### src/design/fdc_pkg.sv
package fdc_pkg;

  localparam int ADDR_BITS_DEF = 24;

  localparam int OUT_ADDR_W = 24;
  localparam int LINE_W     = 16;
  localparam int COL_W      = 16;
  localparam int DIM_W      = 12;
  localparam int CFG_IDX_W  = 1;

  // configuration register indexes
  localparam logic [CFG_IDX_W-1:0] REG_FRAME_WIDTH  = 1'd0;
  localparam logic [CFG_IDX_W-1:0] REG_FRAME_HEIGHT = 1'd1;

  localparam logic [DIM_W-1:0] FRAME_WIDTH_RST  = 12'd320;
  localparam logic [DIM_W-1:0] FRAME_HEIGHT_RST = 12'd200;

  // opcode word classes (top two bits)
  localparam logic [1:0] OPC_PACKETS  = 2'd0;
  localparam logic [1:0] OPC_UNUSED   = 2'd1;
  localparam logic [1:0] OPC_LASTPIX  = 2'd2;
  localparam logic [1:0] OPC_LINESKIP = 2'd3;
  localparam int         OPC_LSB      = 14;

  // result kinds
  localparam logic [1:0] KIND_BYTE = 2'd0;
  localparam logic [1:0] KIND_FILL = 2'd1;
  localparam logic [1:0] KIND_END  = 2'd2;

  // chunk end codes
  localparam logic [1:0] END_NONE  = 2'd0;
  localparam logic [1:0] END_LINES = 2'd1;
  localparam logic [1:0] END_ZERO  = 2'd2;

  typedef enum logic [3:0] {
    PH_IDLE   = 4'd0,
    PH_LC_HI  = 4'd1,
    PH_OP_LO  = 4'd2,
    PH_OP_HI  = 4'd3,
    PH_SKIP   = 4'd4,
    PH_COUNT  = 4'd5,
    PH_LIT    = 4'd6,
    PH_FILLLO = 4'd7,
    PH_FILLHI = 4'd8,
    PH_DONE   = 4'd9
  } phase_t;

  typedef enum logic [1:0] {
    JOB_LIT     = 2'd0,
    JOB_LASTPIX = 2'd1,
    JOB_FILL    = 2'd2,
    JOB_END     = 2'd3
  } job_src_t;

  // one classified request between parser and address unit
  typedef struct packed {
    job_src_t          src;
    logic [LINE_W-1:0] line;
    logic [COL_W-1:0]  col;
    logic [15:0]       value;
    logic [7:0]        fill_words;
    logic [1:0]        chunk_end;
  } job_t;

endpackage

### src/design/fdc_front.sv
module fdc_front (
  input  logic          clk,
  input  logic          rst_n,
  input  logic          acc,
  input  logic [7:0]    data_byte,
  input  logic          chunk_start,
  output logic          push,
  output fdc_pkg::job_t job
);

  fdc_pkg::phase_t phase_r, phase_nxt;
  logic [15:0] lines_left_r, lines_left_nxt;
  logic [15:0] line_r, line_nxt;
  logic [15:0] packets_r, packets_nxt;
  logic [15:0] col_r, col_nxt;
  logic [7:0]  hold_r, hold_nxt;
  logic [7:0]  lit_r, lit_nxt;
  logic [7:0]  fill_r, fill_nxt;

  logic [15:0] word;
  logic [15:0] lines_dec;
  logic [15:0] packets_dec;
  logic [7:0]  lit_dec;
  logic        last_line;
  logic        last_packet;

  assign word        = {data_byte, hold_r};
  assign lines_dec   = lines_left_r - 16'd1;
  assign packets_dec = packets_r - 16'd1;
  assign lit_dec     = lit_r - 8'd1;
  assign last_line   = (lines_dec == 16'd0);
  assign last_packet = (packets_dec == 16'd0);

  // next state and datapath
  always_comb begin
    phase_nxt      = phase_r;
    lines_left_nxt = lines_left_r;
    line_nxt       = line_r;
    packets_nxt    = packets_r;
    col_nxt        = col_r;
    hold_nxt       = hold_r;
    lit_nxt        = lit_r;
    fill_nxt       = fill_r;
    if (acc && chunk_start) begin
      hold_nxt    = data_byte;
      line_nxt    = '0;
      packets_nxt = '0;
      col_nxt     = '0;
      lit_nxt     = '0;
      fill_nxt    = '0;
      phase_nxt   = fdc_pkg::PH_LC_HI;
    end else if (acc) begin
      unique case (phase_r)
        fdc_pkg::PH_LC_HI: begin
          lines_left_nxt = word;
          phase_nxt = (word == 16'd0) ? fdc_pkg::PH_DONE : fdc_pkg::PH_OP_LO;
        end
        fdc_pkg::PH_OP_LO: begin
          hold_nxt  = data_byte;
          phase_nxt = fdc_pkg::PH_OP_HI;
        end
        fdc_pkg::PH_OP_HI: begin
          phase_nxt = fdc_pkg::PH_OP_LO;
          unique case (word[fdc_pkg::OPC_LSB +: 2])
            fdc_pkg::OPC_PACKETS: begin
              packets_nxt = word;
              col_nxt     = '0;
              if (word == 16'd0) begin
                line_nxt       = line_r + 16'd1;
                lines_left_nxt = lines_dec;
                phase_nxt = last_line ? fdc_pkg::PH_DONE : fdc_pkg::PH_OP_LO;
              end else begin
                phase_nxt = fdc_pkg::PH_SKIP;
              end
            end
            fdc_pkg::OPC_LINESKIP: line_nxt = line_r - word;
            fdc_pkg::OPC_LASTPIX,
            fdc_pkg::OPC_UNUSED: ;
            default: ;
          endcase
        end
        fdc_pkg::PH_SKIP: begin
          col_nxt   = col_r + {8'd0, data_byte};
          phase_nxt = fdc_pkg::PH_COUNT;
        end
        fdc_pkg::PH_COUNT: begin
          if (data_byte == 8'd0) begin
            phase_nxt = fdc_pkg::PH_DONE;
          end else if (!data_byte[7]) begin
            lit_nxt   = {data_byte[6:0], 1'b0};
            phase_nxt = fdc_pkg::PH_LIT;
          end else begin
            fill_nxt  = 8'd0 - data_byte;
            phase_nxt = fdc_pkg::PH_FILLLO;
          end
        end
        fdc_pkg::PH_LIT, fdc_pkg::PH_FILLHI: begin
          if (phase_r == fdc_pkg::PH_LIT) begin
            col_nxt = col_r + 16'd1;
            lit_nxt = lit_dec;
          end else begin
            col_nxt = col_r + {7'd0, fill_r, 1'b0};
          end
          // packet finishes on the last literal byte or on any fill
          if (phase_r == fdc_pkg::PH_FILLHI || lit_dec == 8'd0) begin
            packets_nxt = packets_dec;
            if (last_packet) begin
              line_nxt       = line_r + 16'd1;
              lines_left_nxt = lines_dec;
              phase_nxt = last_line ? fdc_pkg::PH_DONE : fdc_pkg::PH_OP_LO;
            end else begin
              phase_nxt = fdc_pkg::PH_SKIP;
            end
          end
        end
        fdc_pkg::PH_FILLLO: begin
          hold_nxt  = data_byte;
          phase_nxt = fdc_pkg::PH_FILLHI;
        end
        fdc_pkg::PH_IDLE, fdc_pkg::PH_DONE: ;
        default: ;
      endcase
    end
  end

  // request towards the address unit
  always_comb begin
    logic ends_chunk;
    ends_chunk      = (phase_r == fdc_pkg::PH_FILLHI || lit_dec == 8'd0)
                      && last_packet && last_line;
    push            = 1'b0;
    job.src         = fdc_pkg::JOB_END;
    job.line        = line_r;
    job.col         = col_r;
    job.value       = '0;
    job.fill_words  = '0;
    job.chunk_end   = fdc_pkg::END_NONE;
    if (acc && !chunk_start) begin
      unique case (phase_r)
        fdc_pkg::PH_LC_HI: begin
          push          = (word == 16'd0);
          job.chunk_end = fdc_pkg::END_LINES;
        end
        fdc_pkg::PH_OP_HI: begin
          if (word[fdc_pkg::OPC_LSB +: 2] == fdc_pkg::OPC_PACKETS) begin
            push          = (word == 16'd0) && last_line;
            job.chunk_end = fdc_pkg::END_LINES;
          end else if (word[fdc_pkg::OPC_LSB +: 2] == fdc_pkg::OPC_LASTPIX) begin
            push      = 1'b1;
            job.src   = fdc_pkg::JOB_LASTPIX;
            job.value = {8'd0, word[7:0]};
          end
        end
        fdc_pkg::PH_COUNT: begin
          push          = (data_byte == 8'd0);
          job.chunk_end = fdc_pkg::END_ZERO;
        end
        fdc_pkg::PH_LIT: begin
          push          = 1'b1;
          job.src       = fdc_pkg::JOB_LIT;
          job.value     = {8'd0, data_byte};
          job.chunk_end = ends_chunk ? fdc_pkg::END_LINES : fdc_pkg::END_NONE;
        end
        fdc_pkg::PH_FILLHI: begin
          push           = 1'b1;
          job.src        = fdc_pkg::JOB_FILL;
          job.value      = word;
          job.fill_words = fill_r;
          job.chunk_end  = ends_chunk ? fdc_pkg::END_LINES : fdc_pkg::END_NONE;
        end
        fdc_pkg::PH_IDLE, fdc_pkg::PH_OP_LO, fdc_pkg::PH_SKIP,
        fdc_pkg::PH_FILLLO, fdc_pkg::PH_DONE: ;
        default: ;
      endcase
    end
  end

  always_ff @(posedge clk) begin
    if (!rst_n) begin
      phase_r      <= fdc_pkg::PH_IDLE;
      lines_left_r <= '0;
      line_r       <= '0;
      packets_r    <= '0;
      col_r        <= '0;
      hold_r       <= '0;
      lit_r        <= '0;
      fill_r       <= '0;
    end else begin
      phase_r      <= phase_nxt;
      lines_left_r <= lines_left_nxt;
      line_r       <= line_nxt;
      packets_r    <= packets_nxt;
      col_r        <= col_nxt;
      hold_r       <= hold_nxt;
      lit_r        <= lit_nxt;
      fill_r       <= fill_nxt;
    end
  end

`ifndef SYNTHESIS
  a_end_closes_chunk: assert property (@(posedge clk) disable iff (!rst_n)
    push && job.src == fdc_pkg::JOB_END |-> phase_nxt == fdc_pkg::PH_DONE)
    else $error("end-of-chunk request without closing the parser");
`endif

endmodule

### src/design/fdc_queue.sv
module fdc_queue (
  input  logic          clk,
  input  logic          rst_n,
  input  logic          push,
  input  fdc_pkg::job_t push_job,
  output logic          full,
  input  logic          pop,
  output logic          valid,
  output fdc_pkg::job_t head
);

  fdc_pkg::job_t mem [2];
  logic       wr_ptr_r, wr_ptr_nxt;
  logic       rd_ptr_r, rd_ptr_nxt;
  logic [1:0] count_r, count_nxt;

  assign full  = (count_r == 2'd2);
  assign valid = (count_r != 2'd0);
  assign head  = mem[rd_ptr_r];

  always_comb begin
    wr_ptr_nxt = push ? ~wr_ptr_r : wr_ptr_r;
    rd_ptr_nxt = pop ? ~rd_ptr_r : rd_ptr_r;
    count_nxt  = count_r + {1'b0, push} - {1'b0, pop};
  end

  always_ff @(posedge clk) begin
    if (push) begin
      mem[wr_ptr_r] <= push_job;
    end
  end

  always_ff @(posedge clk) begin
    if (!rst_n) begin
      wr_ptr_r <= 1'b0;
      rd_ptr_r <= 1'b0;
      count_r  <= '0;
    end else begin
      wr_ptr_r <= wr_ptr_nxt;
      rd_ptr_r <= rd_ptr_nxt;
      count_r  <= count_nxt;
    end
  end

`ifndef SYNTHESIS
  a_no_overflow: assert property (@(posedge clk) disable iff (!rst_n)
    push && !pop |-> !full)
    else $error("queue written while full");
  a_no_underflow: assert property (@(posedge clk) disable iff (!rst_n)
    pop |-> valid)
    else $error("queue read while empty");
`endif

endmodule

### src/design/fdc_back.sv
module fdc_back #(
  parameter int ADDR_BITS = fdc_pkg::ADDR_BITS_DEF
) (
  input  logic                            clk,
  input  logic                            rst_n,
  input  logic                            cfg_we,
  input  logic [fdc_pkg::CFG_IDX_W-1:0]   cfg_addr,
  input  logic [fdc_pkg::DIM_W-1:0]       cfg_wdata,
  input  logic                            job_valid,
  input  fdc_pkg::job_t                   job,
  output logic                            pop,
  output logic                            out_valid,
  input  logic                            out_ready,
  output logic [1:0]                      out_kind,
  output logic [fdc_pkg::OUT_ADDR_W-1:0]  out_address,
  output logic [15:0]                     out_value,
  output logic [7:0]                      out_fill_words,
  output logic                            out_oof,
  output logic [1:0]                      out_chunk_end
);

  localparam int AW_EFF = (ADDR_BITS < fdc_pkg::OUT_ADDR_W) ? ADDR_BITS
                                                            : fdc_pkg::OUT_ADDR_W;
  localparam logic [fdc_pkg::OUT_ADDR_W-1:0] ADDR_MASK =
    {fdc_pkg::OUT_ADDR_W{1'b1}} >> (fdc_pkg::OUT_ADDR_W - AW_EFF);
  localparam int PROD_W = fdc_pkg::LINE_W + fdc_pkg::DIM_W;
  localparam int SUM_W  = PROD_W + 1;

  logic [fdc_pkg::DIM_W-1:0] width_r, width_nxt;
  logic [fdc_pkg::DIM_W-1:0] height_r, height_nxt;

  logic                           valid_r;
  logic [1:0]                     kind_r, kind_nxt;
  logic [fdc_pkg::OUT_ADDR_W-1:0] addr_r, addr_nxt;
  logic [15:0]                    value_r;
  logic [7:0]                     words_r;
  logic                           oof_r, oof_nxt;
  logic [1:0]                     end_r;

  logic [PROD_W-1:0] prod;
  logic [15:0]       col_sel;
  logic [SUM_W-1:0]  sum;
  logic              line_oof;
  logic [16:0]       fill_reach;

  assign pop = job_valid && (!valid_r || out_ready);

  always_comb begin
    width_nxt  = width_r;
    height_nxt = height_r;
    if (cfg_we) begin
      unique case (cfg_addr)
        fdc_pkg::REG_FRAME_WIDTH:  width_nxt  = cfg_wdata;
        fdc_pkg::REG_FRAME_HEIGHT: height_nxt = cfg_wdata;
        default: ;
      endcase
    end
  end

  always_comb begin
    prod       = PROD_W'(job.line) * PROD_W'(width_r);
    col_sel    = (job.src == fdc_pkg::JOB_LASTPIX) ? {4'd0, width_r - 12'd1} : job.col;
    sum        = {1'b0, prod} + {{(SUM_W - 16){1'b0}}, col_sel};
    line_oof   = (job.line >= {4'd0, height_r});
    fill_reach = {1'b0, job.col} + {8'd0, job.fill_words, 1'b0};
    kind_nxt   = fdc_pkg::KIND_BYTE;
    addr_nxt   = sum[fdc_pkg::OUT_ADDR_W-1:0] & ADDR_MASK;
    oof_nxt    = line_oof;
    case (job.src)
      fdc_pkg::JOB_LIT: oof_nxt = line_oof || (job.col >= {4'd0, width_r});
      fdc_pkg::JOB_LASTPIX: begin
        // zero width: column minus one wraps to all ones
        if (width_r == '0) begin
          addr_nxt = ADDR_MASK;
        end
        oof_nxt = line_oof || (width_r == '0);
      end
      fdc_pkg::JOB_FILL: begin
        kind_nxt = fdc_pkg::KIND_FILL;
        oof_nxt  = line_oof || (fill_reach > {5'd0, width_r});
      end
      default: begin
        kind_nxt = fdc_pkg::KIND_END;
        addr_nxt = '0;
        oof_nxt  = 1'b0;
      end
    endcase
  end

  always_ff @(posedge clk) begin
    if (pop) begin
      kind_r  <= kind_nxt;
      addr_r  <= addr_nxt;
      value_r <= job.value;
      words_r <= job.fill_words;
      oof_r   <= oof_nxt;
      end_r   <= job.chunk_end;
    end
  end

  always_ff @(posedge clk) begin
    if (!rst_n) begin
      valid_r  <= 1'b0;
      width_r  <= fdc_pkg::FRAME_WIDTH_RST;
      height_r <= fdc_pkg::FRAME_HEIGHT_RST;
    end else begin
      valid_r  <= pop || (valid_r && !out_ready);
      width_r  <= width_nxt;
      height_r <= height_nxt;
    end
  end

  assign out_valid      = valid_r;
  assign out_kind       = kind_r;
  assign out_address    = addr_r;
  assign out_value      = value_r;
  assign out_fill_words = words_r;
  assign out_oof        = oof_r;
  assign out_chunk_end  = end_r;

`ifndef SYNTHESIS
  a_end_result_clean: assert property (@(posedge clk) disable iff (!rst_n)
    valid_r && kind_r == fdc_pkg::KIND_END |->
      addr_r == '0 && !oof_r && words_r == '0 && end_r != fdc_pkg::END_NONE)
    else $error("end-of-chunk result carries write fields");
`endif

endmodule

### src/design/flc_delta_chunk_decoder_core.sv
// Path: the result request for a payload byte is written into the queue as the byte is accepted,
//   then loaded into the output register when the address unit pops it from the queue.
// Throughput: one payload byte per cycle, sustained while the result side keeps taking requests;
//   the address unit needs one multiply-add per request and is fully pipelined.
// A two-entry request queue parts the byte parser from the address unit.
// Reset (rst_n low, synchronous) returns the parser to idle, empties the queue and output,
//   and loads frame_width 320 and frame_height 200.
module flc_delta_chunk_decoder_core #(
  parameter int ADDR_BITS = fdc_pkg::ADDR_BITS_DEF
) (
  input  logic                          clk,
  input  logic                          rst_n,
  // payload bytes
  input  logic                          in_tvalid,
  output logic                          in_tready,
  input  logic [7:0]                    in_tdata,  // [7:0] data_byte
  input  logic                          in_tuser,  // [0] chunk_start
  // results
  output logic                          out_tvalid,
  input  logic                          out_tready,
  // [23:0] address, [39:24] value, [47:40] fill_words, [48] out_of_frame, [55:49] zero
  output logic [55:0]                   out_tdata,
  output logic [3:0]                    out_tuser, // [1:0] kind, [3:2] chunk_end
  // configuration writes
  input  logic                          cfg_we,
  input  logic [fdc_pkg::CFG_IDX_W-1:0] cfg_addr,
  input  logic [fdc_pkg::DIM_W-1:0]     cfg_wdata
);

  logic          acc;
  logic          push;
  fdc_pkg::job_t push_job;
  logic          q_full;
  logic          q_valid;
  logic          pop;
  fdc_pkg::job_t head;

  logic [1:0]                     kind;
  logic [fdc_pkg::OUT_ADDR_W-1:0] address;
  logic [15:0]                    value;
  logic [7:0]                     fill_words;
  logic                           oof;
  logic [1:0]                     chunk_end;

  // hold the input back only while the queue has no room
  assign in_tready = !q_full;
  assign acc       = in_tvalid && in_tready;

  // parse bytes, classify each into at most one request
  fdc_front u_front (
    .clk         (clk),
    .rst_n       (rst_n),
    .acc         (acc),
    .data_byte   (in_tdata),
    .chunk_start (in_tuser),
    .push        (push),
    .job         (push_job)
  );

  // decouple parser from the address unit
  fdc_queue u_queue (
    .clk      (clk),
    .rst_n    (rst_n),
    .push     (push),
    .push_job (push_job),
    .full     (q_full),
    .pop      (pop),
    .valid    (q_valid),
    .head     (head)
  );

  // compute frame address and bounds flag, register the result
  fdc_back #(
    .ADDR_BITS (ADDR_BITS)
  ) u_back (
    .clk            (clk),
    .rst_n          (rst_n),
    .cfg_we         (cfg_we),
    .cfg_addr       (cfg_addr),
    .cfg_wdata      (cfg_wdata),
    .job_valid      (q_valid),
    .job            (head),
    .pop            (pop),
    .out_valid      (out_tvalid),
    .out_ready      (out_tready),
    .out_kind       (kind),
    .out_address    (address),
    .out_value      (value),
    .out_fill_words (fill_words),
    .out_oof        (oof),
    .out_chunk_end  (chunk_end)
  );

  // pack the result request
  assign out_tdata = {7'd0, oof, fill_words, value, address};
  assign out_tuser = {chunk_end, kind};

endmodule
### config.mk
export PLATFORM = sky130hd
export DESIGN_NAME = flc_delta_chunk_decoder_core
export DESIGN_NICKNAME = d
export VERILOG_FILES = /design/src/design/fdc_pkg.sv /design/src/design/fdc_front.sv /design/src/design/fdc_queue.sv /design/src/design/fdc_back.sv /design/src/design/flc_delta_chunk_decoder_core.sv
export SDC_FILE = /design/constraint.sdc
export NUM_CORES = 1
export LEC_CHECK = 0
export BUFFER_PORTS_ARGS = -buffer_cell sky130_fd_sc_hd__buf_4
export CAP_MARGIN = 15
export CORE_MARGIN = 2
export CORE_UTILIZATION = 55
export DETAILED_ROUTE_END_ITERATION = 16
export MAX_ROUTING_LAYER = met4
export PLACE_DENSITY = 0.79
export SYNTH_ARGS = -nofsm -noshare
export SYNTH_HDL_FRONTEND = slang
export SYNTH_SLANG_ARGS = --single-unit
### constraint.sdc
create_clock -name clk -period 17.7 [get_ports clk]
set_clock_uncertainty 0.2 [all_clocks]
set_input_delay 2.655 -clock clk [delete_from_list [all_inputs] [get_ports clk]]
set_output_delay 2.655 -clock clk [all_outputs]
set_load 0.05 [all_outputs]
==> results summary, run 1 <==
The number of iterations in the first detailed-routing pass came out at 6. The buffer depth of the longest clock path came out at 3. Max-cap violations in this run came to 0.

The layout overhead on the synthesized area is 9.490%. The global-route wire length before repair came out at 98.43 mm. The total inserted antenna cells is 0.

The final design utilization came out at 0.6099. The post-synthesis compound-gate area fraction came out at 0.1424. Among all flip-flop cells after synthesis, the most frequent one is sky130_fd_sc_hd__edfxtp_1. The number of placed instances, taps included, is between 2000 and 3000. The mapped netlist covers ~23000 sq um. The final-layout setup total negative slack is 0 ns.

The maximum number of pins on one net before global-route repair is 67. The core region area is 40740 sq um. The CTS tree is built.

The element type at the critical path start is a flop. Summing all flip-flop and latch instances after layout gives 7639 sq um. Clock tree synthesis selected as its root buffer the cell sky130_fd_sc_hd__clkbuf_16.

The buffer count from post-CTS setup fixing is 0. The post-route antenna net violation count is 0. The final design area excluding fillers is approximately 25000 sq um. Clock-pin slew was measured on the worst setup and hold paths at roughly 0.060 ns. In this run, CTS created clock tree buffers numbering 35. The post-detailed-routing wire length came out at slightly above 60 mm.

The flow ran to the end, and the final reports show no timing, DRC or antenna violations. For this design, the slowest cell found on the critical path is sky130_fd_sc_hd__mux2i_1. Data arrives at the worst endpoint at 7.38 ns.

The biggest area consumer among synthesized cells is sky130_fd_sc_hd__edfxtp_1. The number of nets at the end of the flow is around 2800. The synthesis warning total is 0.

Of all flip-flops after synthesis, the portion carrying an async set or reset was 0. The H-tree depth came out at 2. For this design the ratio of total power to cell area is roughly 140 nW/um^2. IR analysis of the VDD net gives a maximum drop of 112.9 uV. The maximum achievable frequency is between 100 and 150 MHz.

The count of filler cells inserted in the layout came out at between 3000 and 4000. The ratio of cells with drive above 1 in the final layout is 0.1016. The initial core utilization came out at 0.5570. The adder-cell area share of the yosys netlist is 0.2169. The via count of the first global-routing pass is 18283. The number of synthesized flops with an enable pin is 173. The footprint of the multi-input gates is roughly 13000 sq um. Dividing the detail-routed wire length by the instance count gives 20.09 um. The routed via count divided by cell count came out at between 6 and 7.

By area the synthesized netlist is led by sky130_fd_sc_hd__edfxtp_1 23%, sky130_fd_sc_hd__fa_1 14%, sky130_fd_sc_hd__dfxtp_1 11%, sky130_fd_sc_hd__ha_1 8.1%, sky130_fd_sc_hd__inv_1 4.7%. The post-route fraction of the period consumed by the critical path is 0.4116. The total die area is 42900 sq um. The peak fanout along the critical path is 66.

Counting I/O delays and the setup requirement, the final critical path takes approximately 7.3 ns. The number of hold buffers added after cts came out at 0. The total global-route track usage is 0.2934. The tightest hold path in the finished design has a slack of 0.2655 ns. The parity-gate share of the synthesized area counting xor and xnor cells is 0.03242.

The count of buffers from port buffering came out at 81. Setup violations remaining at the end of the flow were counted as 0. The critical path is of the flop to flop type. The leakage power summed over all cells is 10.12 nW.

The clock insertion delay at the later pin of the skew report is 0.56 ns. After synthesis, the share of cell area in mux cells is 0.03799. STA classifies the critical path endpoint as a flop. The main combinational cell family by area after synthesis is adder cells. The transition at the pin with the smallest max-transition slack is 1.015 ns. The count of different cell masters after synthesis is 81.

In this run the tightest slew margin relative to its limit is 0.3207. From left edge to right edge, the die measures 207.1 um. The placed cell area is between 20000 and 25000 sq um. The signal on the critical path passes through buf_4 > mux2i_1 > inv_1 > nand2_1 > fa_1 > fa_1 > inv_1 > ha_1 > fa_1 > inv_1 > fa_1 > inv_1 > ha_1 > or4_1 > o21ai_0 > a211oi_1 > o31ai_1 > a21oi_1 > a21oi_1 > xnor2_1 > a21oi_1.

The simple-gate share of the synthesized area is 0.1624. Counting flops and latches in the post-synthesis netlist gives 295. The via total after detailed routing is 18392. The worst hold path belongs to the class flop to flop. The total count of max-transition violations in the final report was 0. The remaining global-route overflow is 0.

The proportion of synthesized chip area in sequential cells is 0.3366. The synthesized area divided by synthesized cell count is 9.191 sq um. The initial antenna violation count came out at 0. The number of failing hold endpoints at the final stage is 0. The boundary pin count is between 80 and 90. Among cell families on the critical path, the largest total delay comes from adder cells. For the worst setup path, the data required time is 17.80 ns. The congestion estimate from routability-driven global placement came to between 0.9 and 1. After the flow finishes, the layout carries non-filler instances totaling 3052. Detailed placement finished with a half-perimeter wire length of about 45 mm. The number of buffer and inverter instances along the worst setup path came out at 5. The height of the chip came out at between 200 and 250 um.

The biggest cell delay along the critical path is ~0.77 ns. The number of gates resized after cts came out at 0. Setup repair after global routing left no endpoint under its margin.

The number of remaining DRC errors is 0. The cell count after synthesis came out at 2469. The fraction of synthesized cell area taken by the top area cell type is 0.2289. The site row count came out at 74. The violation count after the first detailed-route iteration came out at between 1500 and 2000. The number of sinks on the clock net came out at 295.
[metal layers]
metal  GRT usage  up-vias  part of all wire
met4      0.1337        0             0.048
met5           -        -                 0
met1      0.3602     8916              0.40
met2      0.4811      747              0.48
li1            -     8545                 -
met3     0.04230      184             0.070
[path summary, 6_finish.rpt]
path	start	end	slack [ns]	cells after the start
min reg2reg	u_back.height_r[2]$_SDFFE_PN0P_	u_back.height_r[2]$_SDFFE_PN0P_	0.27	2
max	flop	u_back.out_address[17]$_DFFE_PP_	10.41	21
min	u_back.height_r[2]$_SDFFE_PN0P_	u_back.height_r[2]$_SDFFE_PN0P_	0.27	2
max reg2reg	flop	u_back.out_address[17]$_DFFE_PP_	10.41	21
[Yosys cell counts, drive strengths merged (28+ instances only)]
library cell  instances
mux2                 49
a21o                 31
nor4                 28
nor2                216
a21oi               168
edfxtp              173
dfxtp               122
and2                 56
nand3                52
clkbuf              102
ha                  147
o21ai               126
nor3                 57
xor2                 29
nand2               246
inv                 284
mux2i                31
fa                  154
xnor2                55
[state kept, by name, indices dropped and copies added, names as in the netlist, named ones only]
signal                 count
u_back.height_r           12
u_back.out_address        24
u_back.out_chunk_end       2
u_back.out_fill_words      8
u_back.out_kind            2
u_back.out_oof             1
u_back.out_valid           1
u_back.out_value          16
u_back.width_r            12
u_front.col_r             16
u_front.fill_r             8
u_front.hold_r             8
u_front.line_r            16
u_front.lines_left_r      16
u_front.lit_r              8
u_front.packets_r         16
u_front.phase_r            4
u_queue.count_r            2
u_queue.mem              120
u_queue.rd_ptr_r           1
u_queue.wr_ptr_r           1
[logic make-up after synthesis]
family | after synthesis
AO/OA/AOI/OAI | 514
XOR/XNOR | 84
adder cells (fa/ha/maj) | 301
buffers and inverters | 416
flip-flops | 295
multiplexers | 80
other | 1
AND/OR/NAND/NOR | 778
[placed cells by master (no fill, tap or decap), types with 14 or more instances in the layout]
cell type	netlist	final
sky130_fd_sc_hd__o31ai_1	15	15
sky130_fd_sc_hd__mux2_2	49	49
sky130_fd_sc_hd__a31o_2	14	14
sky130_fd_sc_hd__a211oi_1	16	16
sky130_fd_sc_hd__a31oi_1	19	19
sky130_fd_sc_hd__inv_1	283	283
sky130_fd_sc_hd__dfxtp_1	122	121
sky130_fd_sc_hd__mux2i_1	31	31
sky130_fd_sc_hd__nand3_1	52	52
sky130_fd_sc_hd__nand2b_1	15	15
sky130_fd_sc_hd__nor2_1	216	215
sky130_fd_sc_hd__o21a_1	14	14
sky130_fd_sc_hd__o22ai_1	14	14
sky130_fd_sc_hd__nor2b_1	14	14
sky130_fd_sc_hd__and3_1	18	18
sky130_fd_sc_hd__o211ai_1	17	17
sky130_fd_sc_hd__nor3_1	56	55
sky130_fd_sc_hd__and2_1	56	55
sky130_fd_sc_hd__a21oi_1	168	167
sky130_fd_sc_hd__xor2_1	29	29
sky130_fd_sc_hd__nand2_1	246	246
sky130_fd_sc_hd__edfxtp_1	173	173
sky130_fd_sc_hd__ha_1	147	147
sky130_fd_sc_hd__fa_1	154	154
sky130_fd_sc_hd__a22oi_1	19	19
sky130_fd_sc_hd__a21o_1	31	31
sky130_fd_sc_hd__nor4_1	27	27
sky130_fd_sc_hd__clkbuf_16	0	36
sky130_fd_sc_hd__or3_1	16	16
sky130_fd_sc_hd__o21ai_0	125	125
sky130_fd_sc_hd__buf_4	8	105
sky130_fd_sc_hd__xnor2_1	55	55
[stage by stage]
step | total power [mW] | setup slack [ns]
finish | 3.584 | 10.41
global route | 3.832 | 9.964
CTS | 3.576 | 10.42
detailed placement | 2.835 | 10.37
global placement | 2.761 | 10.63
floorplan | 2.345 | 8.528
[area by class of cell]
| type | count | share of cell area |
|---|---|---|
| flip-flops and latches | 295 | 0.3074 |
| clock buffers | 41 | 0.03742 |
| clock inverters | 23 | 0.009669 |
| inverters | 292 | 0.04412 |
| well taps | 532 | 0.02679 |
| multi-input cells | 1764 | 0.5428 |
| repair buffers | 105 | 0.03173 |
[worst register-to-register path, cell delays in order (launching register included)]
cell and delay (ns):
sky130_fd_sc_hd__dfxtp_2 0.31, sky130_fd_sc_hd__buf_4 0.71, sky130_fd_sc_hd__mux2i_1 0.81, sky130_fd_sc_hd__inv_1 0.28, sky130_fd_sc_hd__nand2_1 0.16, sky130_fd_sc_hd__fa_1 0.44, sky130_fd_sc_hd__fa_1 0.53, sky130_fd_sc_hd__inv_1 0.05
sky130_fd_sc_hd__ha_1 0.31, sky130_fd_sc_hd__fa_1 0.55, sky130_fd_sc_hd__inv_1 0.06, sky130_fd_sc_hd__fa_1 0.53, sky130_fd_sc_hd__inv_1 0.05, sky130_fd_sc_hd__ha_1 0.34, sky130_fd_sc_hd__or4_1 0.53, sky130_fd_sc_hd__o21ai_0 0.11
sky130_fd_sc_hd__a211oi_1 0.15, sky130_fd_sc_hd__o31ai_1 0.40, sky130_fd_sc_hd__a21oi_1 0.13, sky130_fd_sc_hd__a21oi_1 0.20, sky130_fd_sc_hd__xnor2_1 0.13, sky130_fd_sc_hd__a21oi_1 0.08
[power breakdown]
group / switching [mW] / total [mW] / internal (mW)
sequential: 0.0478 / 0.908 / 0.860
clock: 0.307 / 0.722 / 0.415
combinational: 1.21 / 1.95 / 0.744
total: 1.57 / 3.58 / 2.02
(Power assumes the default switching activity.)
==> run 2, diff against run 1 <==
- ABC_AREA: default -> 1
- clock period: 17.7 -> 7.1 ns (I/O delays scaled with it)
==> run 2 against run 1 <==
Against the previous run:
- cell area grew 2.5%
- synthesized cell count up 18%
- die area up 2.0%
- setup slack got worse by 9.8 ns
- final cell count rose by 17%
- non-clock buffer count is 14 higher
- critical path depth grew 3
- critical path type unchanged
- critical endpoint is now u_back.out_address[16]$_DFFE_PP_
- largest cell class unchanged
==> results summary, run 2 <==
The setup violation total in the final timing report is 0 (unchanged). The post-detailed-routing wire length came out at 65.94 mm (+7.5%). The total die area is 43740 sq um (+2.0%). The most frequently used flop master after synthesis is sky130_fd_sc_hd__edfxtp_1. The footprint of the multi-input gates came out at 13260 sq um (-1.7%). The count of buffers from port buffering was 81 (unchanged). The violation count after the first detailed-route iteration came out at 1481 (-16%).

Among the stages of the critical path, the cell type that occurs most often is sky130_fd_sc_hd__inv_1. The buffer count from post-CTS setup fixing came out at 0 (unchanged). The clock-pin slew on the worst setup and hold paths is 0.05 ns (about the same). The area growth from synthesis to layout is 10.07%.

The biggest cell delay along the critical path is 0.55 ns (-0.22 ns). The largest total area in the synthesized netlist belongs to sky130_fd_sc_hd__edfxtp_1. The max-capacitance violation count was 0 (unchanged). The tightest slew margin relative to the limit is 0.3215 (+0.0007810). The worst hold path belongs to the class flop to flop. The post-route antenna net violation count came out at 0 (unchanged). By area the synthesized netlist is led by sky130_fd_sc_hd__edfxtp_1 22%, sky130_fd_sc_hd__fa_1 13%, sky130_fd_sc_hd__dfxtp_1 11%, sky130_fd_sc_hd__nand2_1 9.9%, sky130_fd_sc_hd__ha_1 7.9%. The buffer depth of the longest clock path is 3 (unchanged).

The proportion of synthesized chip area in sequential cells was 0.3300 (-0.006587). The number of iterations in the first detailed-routing pass is 5 (-1). The site row count is 75 (+1.4%). The height of the chip is 209.1 um (+0.97%).

The cell count after synthesis is 2920 (+18%). The fraction of synthesized cell area taken by the top area cell type is 0.2245 (-0.004480). The maximum number of pins on one net before global-route repair came out at 61 (-9.0%). The total inserted antenna cells came out at 0 (unchanged). The sequential cell area was 7639 sq um (unchanged).

The number of sinks on the clock net came out at 295 (unchanged). The final RePlAce weighted congestion came to 1.011 (+2.3%). The number of flip-flops under the largest register name is 120 (unchanged). The number of failing hold endpoints at the final stage was 0 (unchanged).

The initial core utilization is 0.5542 (-0.002755). The transition at the pin with the smallest max-transition slack came out at 1.014 ns (-0.001167 ns). The flow ran to the end, and the final reports show no timing, DRC or antenna violations.

The core region area came out at 41760 sq um (+2.5%). Leaving out fill and tap cells, the most frequent cell in the layout is sky130_fd_sc_hd__nand2_1. The total global-route track usage is 0.3119 (+0.01854). The routed via count divided by cell count came to 5.602 (-7.0%).

The setup path with the least slack is of type flop to flop. The ratio of cells with drive above 1 in the final layout came out at 0.08077 (-0.02082). The via count of the first global-routing pass was 19682 (+7.7%). The slowest library cell on the worst path is sky130_fd_sc_hd__fa_1.

TritonCTS built the clock tree. The number of hold buffers added after cts came out at 0 (unchanged). The clock insertion delay at the later pin of the skew report is 0.57 ns (about the same). The endpoint required time on the critical path is 7.21 ns (-10.59 ns). The number of remaining DRC errors is 0 (unchanged). The final-layout setup total negative slack is 0 ns (unchanged). By instance count, the leading cell after synthesis is sky130_fd_sc_hd__nand2_1. The arrival time reported for the critical path endpoint came out at 6.56 ns (-0.82 ns). The shortest period the worst path allows is 6.444 ns (-0.8413 ns). The number of cells in the finished layout apart from fillers came out at 3560 (+17%). The detailed placer's ending HPWL came out at 50.62 mm (+11%). The mean routed wirelength per cell is 18.52 um (-7.8%). The peak fanout along the critical path came out at 41 (-38%). STA classifies the critical path startpoint as a flop.

The via total after detailed routing came out at 19944 (+8.4%). The nature of the critical path endpoint is a flop. The top cell types in the final layout, fill and taps aside, are 609 x sky130_fd_sc_hd__nand2_1, 475 x sky130_fd_sc_hd__inv_1, 300 x sky130_fd_sc_hd__nor2_1.

The number of gates resized after cts came to 0 (unchanged). The width of the die is 209.1 um (+0.97%). The count of different cell masters after synthesis came out at 58 (-28%).

The number of buffers created by CTS is 36 (+2.9%). The share of flip-flops with an asynchronous set or reset came out at 0 (unchanged). Setup repair after global routing left no endpoint under its margin. The synthesis warning total was 0 (unchanged). The area of the mapped netlist is 23140 sq um (+2.0%). The critical path goes through buf_4 > buf_4 > o21ai_1 > buf_4 > inv_1 > nand2_1 > fa_1 > fa_1 > inv_1 > fa_1 > fa_1 > inv_1 > fa_1 > inv_1 > ha_1 > a21oi_1 > inv_1 > a21oi_1 > inv_1 > a21oi_1 > o21ai_0 > xor2_1 > o21ai_0 > inv_1. The synthesized area divided by synthesized cell count is 7.926 sq um (-14%). The H-tree depth is 2 (unchanged). The remaining global-route overflow is 0 (unchanged). The post-route fraction of the period consumed by the critical path came to 0.9076 (+0.4960). The flop and latch count out of synthesis came out at 295 (unchanged). The CTS root buffer is sky130_fd_sc_hd__clkbuf_16. The total count of max-transition violations in the final report is 0 (unchanged).

The final-layout worst hold slack was 0.2578 ns (-0.007717 ns). The number of nets at the end of the flow is 3322 (+18%). The post-placement cell count came out at 3495 (+17%). The global-route wire length before repair is 104.1 mm (+5.8%).

The commonest cells after synthesis are 609 x sky130_fd_sc_hd__nand2_1, 477 x sky130_fd_sc_hd__inv_1, 303 x sky130_fd_sc_hd__nor2_1. The register with the most flip-flops in the final layout is u_queue.mem. The number of synthesized flops with an enable pin was 173 (unchanged). The maximum achievable frequency is 155.2 MHz (+13%). The initial antenna violation count is 0 (unchanged).

The count of filler cells inserted in the layout is 3643 (+6.8%). The final design utilization is 0.6101 (about the same). The boundary pin count is 89 (unchanged).
## run 2: changes by cell type after synthesis, sizes merged, moves of 25 or more
cell    change
nand2     +368
a21o       -25
inv       +204
xor2       +32
mux2i      -29
o21ai     +106
xnor2      -31
clkbuf     -45
nor2      +101
nand3      +51
mux2       -49
and2       -54
## run 2: routing by layer
layer	share of wire	GRT usage	vias to the layer above
li1	-	-	9553
met1	0.41	0.3858	9445
met2	0.48	0.5152	752
met3	0.064	0.04013	194
met4	0.045	0.1372	0
met5	0	-	-
## run 2: through the flow
step                      cell area (sq um)  setup slack, ns
final                                 25480           0.6559
after global routing                  25480           0.3144
after CTS                             25480           0.7012
after detailed placement              24340           0.6884
after global placement                24340           0.7340
after floorplan                       23170           0.9266
## run 2: final timing paths
path                            cells past startpoint                          endpoint                          start  slack [ns]
worst max-delay path                               24  u_back.out_address[16]$_DFFE_PP_                           flop        0.66
worst min-delay path                                1     u_queue.rd_ptr_r$_SDFFE_PN0P_  u_queue.rd_ptr_r$_SDFFE_PN0P_        0.26
worst max register to register                     24  u_back.out_address[16]$_DFFE_PP_                           flop        0.66
worst min register to register                      1     u_queue.rd_ptr_r$_SDFFE_PN0P_  u_queue.rd_ptr_r$_SDFFE_PN0P_        0.26
## run 2: final cells by class
| class | instances | area share |
|---|---|---|
| clock inverter | 14 | 0.005255 |
| tap | 539 | 0.02647 |
| sequential | 295 | 0.2998 |
| timing repair buffer | 119 | 0.03507 |
| clock buffer | 51 | 0.03924 |
| multi-input combinational | 2043 | 0.5206 |
| inverter | 499 | 0.07352 |
## run 2: critical path, delay by kind of cell (launching register included)
kind,cells,cell delay [ns]
AND/OR/NAND/NOR,1,0.11
flip-flops,1,0.34
AO/OA/AOI/OAI,6,0.97
XOR/XNOR,1,0.16
adder cells (fa/ha/maj),6,2.98
buffers and inverters,10,1.44
## run 2: cells by family after synthesis
| group | after synthesis | synth area share |
|---|---|---|
| AND/OR/NAND/NOR | 1149 | 0.2067 |
| AO/OA/AOI/OAI | 499 | 0.1182 |
| multiplexers | 2 | 0.0008650 |
| flip-flops | 295 | 0.3300 |
| XOR/XNOR | 85 | 0.03249 |
| adder cells (fa/ha/maj) | 301 | 0.2127 |
| other | 1 | 0.0001620 |
| buffers and inverters | 588 | 0.09893 |
Power of run 2 is not shown: default switching activity piles up to over one toggle a cycle in this logic, so the estimate is an artifact.
==> run 3, diff against run 2 <==
- CTS_BUF_LIST: default -> sky130_fd_sc_hd__clkbuf_4
- SLEW_MARGIN: default -> 20
==> run 3 against run 2 <==
Against the previous run:
- setup slack worse by 0.016 ns
- sequential share of layout area about the same
- non-clock buffer count unchanged
- maximum frequency down 0.25%
- final cell count up 2.3%
- global-route usage up 0.21 points
- clock-buffer cell count up 58
- cell area about the same
- register-to-register slack worse by 0.02 ns
- via count up 1.7%
- critical path depth unchanged
- critical path type unchanged
==> results summary, run 3 (synthesis gave the netlist of run 2 again) <==
The number of gates resized after cts is 0 (unchanged). The shortest period the worst path allows was 6.460 ns (+0.01621 ns). STA classifies the critical path startpoint as a flop. The via count of the first global-routing pass is 19999 (+1.6%). The total die area is 43740 sq um (unchanged). The tightest slew margin relative to the limit came to 0.3186 (-0.002957). The worst hold path begins at u_front.col_r[15]$_SDFFE_PP0P_.

The endpoint required time on the critical path is 7.41 ns (+0.20 ns). The initial antenna violation count is 1 (+1). The critical setup path kind is flop to flop. The post-route antenna net violation count came to 0 (unchanged).

The total count of max-transition violations in the final report came out at 0 (unchanged). The count of buffers from port buffering came out at 81 (unchanged). The H-tree depth was 3 (+1). The reg-to-reg setup timing slack came out at 0.64 ns (-0.02 ns).

The maximum achievable frequency is 154.8 MHz (-0.25%). The run finished with clean final reports. The clock insertion delay at the later pin of the skew report came to 0.83 ns (+0.26 ns). The detailed placer's ending HPWL came out at 50.62 mm (unchanged).

The endpoint identified for the worst register-to-register timing path is u_back.out_address[16]$_DFFE_PP_. The post-route fraction of the period consumed by the critical path is 0.9099 (+0.002283). The clock-pin slew on the worst setup and hold paths came out at 0.07 ns (+0.02 ns). The layout overhead on the synthesized area was 9.996% (about the same). The tightest min-delay check is of the flop to flop type.

The library cell used most frequently in the layout, excluding fill and tap cells, is sky130_fd_sc_hd__nand2_1. The number of iterations in the first detailed-routing pass came out at 6 (+1). The number of hold buffers added after cts is 0 (unchanged).

The largest register by flop count is u_queue.mem. The global-route wire length before repair is 104.6 mm (+0.44%). Setup repair after global routing left no endpoint under its margin. The remaining global-route overflow is 0 (unchanged). The number of nets at the end of the flow came out at 3367 (+1.4%). The initial core utilization is 0.5542 (unchanged). The logic depth of the worst register-to-register path is 24 (unchanged). The number of flip-flops under the largest register name is 120 (unchanged). The boundary pin count is 89 (unchanged). The number of stages on the worst hold path came out at 0 (-1).

The final RePlAce weighted congestion came out at 1.011 (unchanged). The maximum number of pins on one net before global-route repair is 61 (unchanged). The number of buffers created by CTS came out at 81 (+130%).

The CTS root buffer is sky130_fd_sc_hd__clkbuf_4. The routed via count divided by cell count came out at 5.570 (-0.57%). The width of the die came to 209.1 um (unchanged). The via total after detailed routing came out at 20281 (+1.7%).

The buffer count from post-CTS setup fixing was 0 (unchanged). The core region area is 41760 sq um (unchanged). STA classifies the critical path endpoint as a flop. The peak fanout along the critical path came out at 19 (-54%). The post-detailed-routing wire length is 66.21 mm (+0.42%). The buffer depth of the longest clock path came out at 3 (unchanged). The top cell types in the final layout, fill and taps aside, are 609 x sky130_fd_sc_hd__nand2_1, 475 x sky130_fd_sc_hd__inv_1, 300 x sky130_fd_sc_hd__nor2_1.

The height of the chip came out at 209.1 um (unchanged). The total global-route track usage was 0.3141 (+0.002142). The violation count after the first detailed-route iteration is 1656 (+12%). The setup violation total in the final timing report is 0 (unchanged).

TritonCTS built the clock tree. The site row count came out at 75 (unchanged). The arrival time reported for the critical path endpoint came to 6.77 ns (+0.21 ns). The number of sinks on the clock net is 295 (unchanged). The transition at the pin with the smallest max-transition slack is 1.018 ns (+0.004420 ns).

The worst hold endpoint is u_queue.mem[0][41]$_DFFE_PP_. The max-capacitance violation count came out at 0 (unchanged). The final-layout setup total negative slack is 0 ns (unchanged).

The ratio of cells with drive above 1 in the final layout came out at 0.1035 (+0.02275). The mean routed wirelength per cell came out at 18.19 um (-1.8%). The number of failing hold endpoints at the final stage was 0 (unchanged). The number of remaining DRC errors came out at 0 (unchanged).

The final-layout worst hold slack came out at 0.2029 ns (-0.05490 ns).
-- run 3: cell type report --
cell class                      instances  area [sq um]
Sequential cell                       295          7639
Clock inverter                         36         295.3
Timing Repair Buffer                  119         893.4
Inverter                              499          1873
Clock buffer                          109         818.3
Multi-Input combinational cell       2043         13260
Tap cell                              539         674.4
Antenna cell                            1         2.502
Fill cell                            3679         16300
-- run 3: routing by layer --
metal  part of all wire  up-vias  GRT usage
li1                   -     9689          -
met1               0.40     9580     0.3830
met2               0.48      836     0.5126
met3              0.072      176    0.04914
met4              0.041        0     0.1505
met5                  0        -          -
-- run 3: through the flow --
step,cell area (sq um),cells,utilization,setup slack [ns]
2_1_floorplan,23170,2926,-,0.9266
3_3_place_gp,24340,3495,0.5829,0.7340
3_5_place_dp,24340,3495,0.5829,0.6884
4_1_cts,25460,3640,0.6096,0.6291
5_1_grt,25460,3641,0.6096,0.2707
6_report,25460,3641,0.6096,0.6397
-- run 3: worst max path at each step --
stage | startpoint | end | slack (ns)
after floorplan | flop | u_back.out_address[20]$_DFFE_PP_ | 0.93
after global placement | flop | u_back.out_address[16]$_DFFE_PP_ | 0.73
after detailed placement | flop | u_back.out_address[16]$_DFFE_PP_ | 0.69
after CTS | flop | u_back.out_address[16]$_DFFE_PP_ | 0.63
after global routing | flop | u_back.out_address[20]$_DFFE_PP_ | 0.27
final | flop | u_back.out_address[16]$_DFFE_PP_ | 0.64
-- run 3: worst max-delay path, stage by stage, from the launching register on --
cell                      delay (ns)
sky130_fd_sc_hd__dfxtp_2        0.33
sky130_fd_sc_hd__inv_2          0.12
sky130_fd_sc_hd__or2_2          0.30
sky130_fd_sc_hd__o21ai_1        0.36
sky130_fd_sc_hd__nor2_1         0.14
sky130_fd_sc_hd__fa_1           0.58
sky130_fd_sc_hd__inv_1          0.07
sky130_fd_sc_hd__fa_1           0.53
sky130_fd_sc_hd__inv_1          0.05
sky130_fd_sc_hd__fa_1           0.51
sky130_fd_sc_hd__inv_1          0.05
sky130_fd_sc_hd__fa_1           0.48
sky130_fd_sc_hd__fa_1           0.56
sky130_fd_sc_hd__inv_1          0.05
sky130_fd_sc_hd__ha_1           0.38
sky130_fd_sc_hd__nand2_1        0.13
sky130_fd_sc_hd__nor3_1         0.24
sky130_fd_sc_hd__nor2_1         0.13
sky130_fd_sc_hd__o21ai_0        0.18
sky130_fd_sc_hd__buf_4          0.17
sky130_fd_sc_hd__a21oi_1        0.09
sky130_fd_sc_hd__o21ai_0        0.23
sky130_fd_sc_hd__xor2_1         0.10
sky130_fd_sc_hd__o21ai_0        0.15
sky130_fd_sc_hd__inv_1          0.05
Power of run 3 is left out for the same reason.
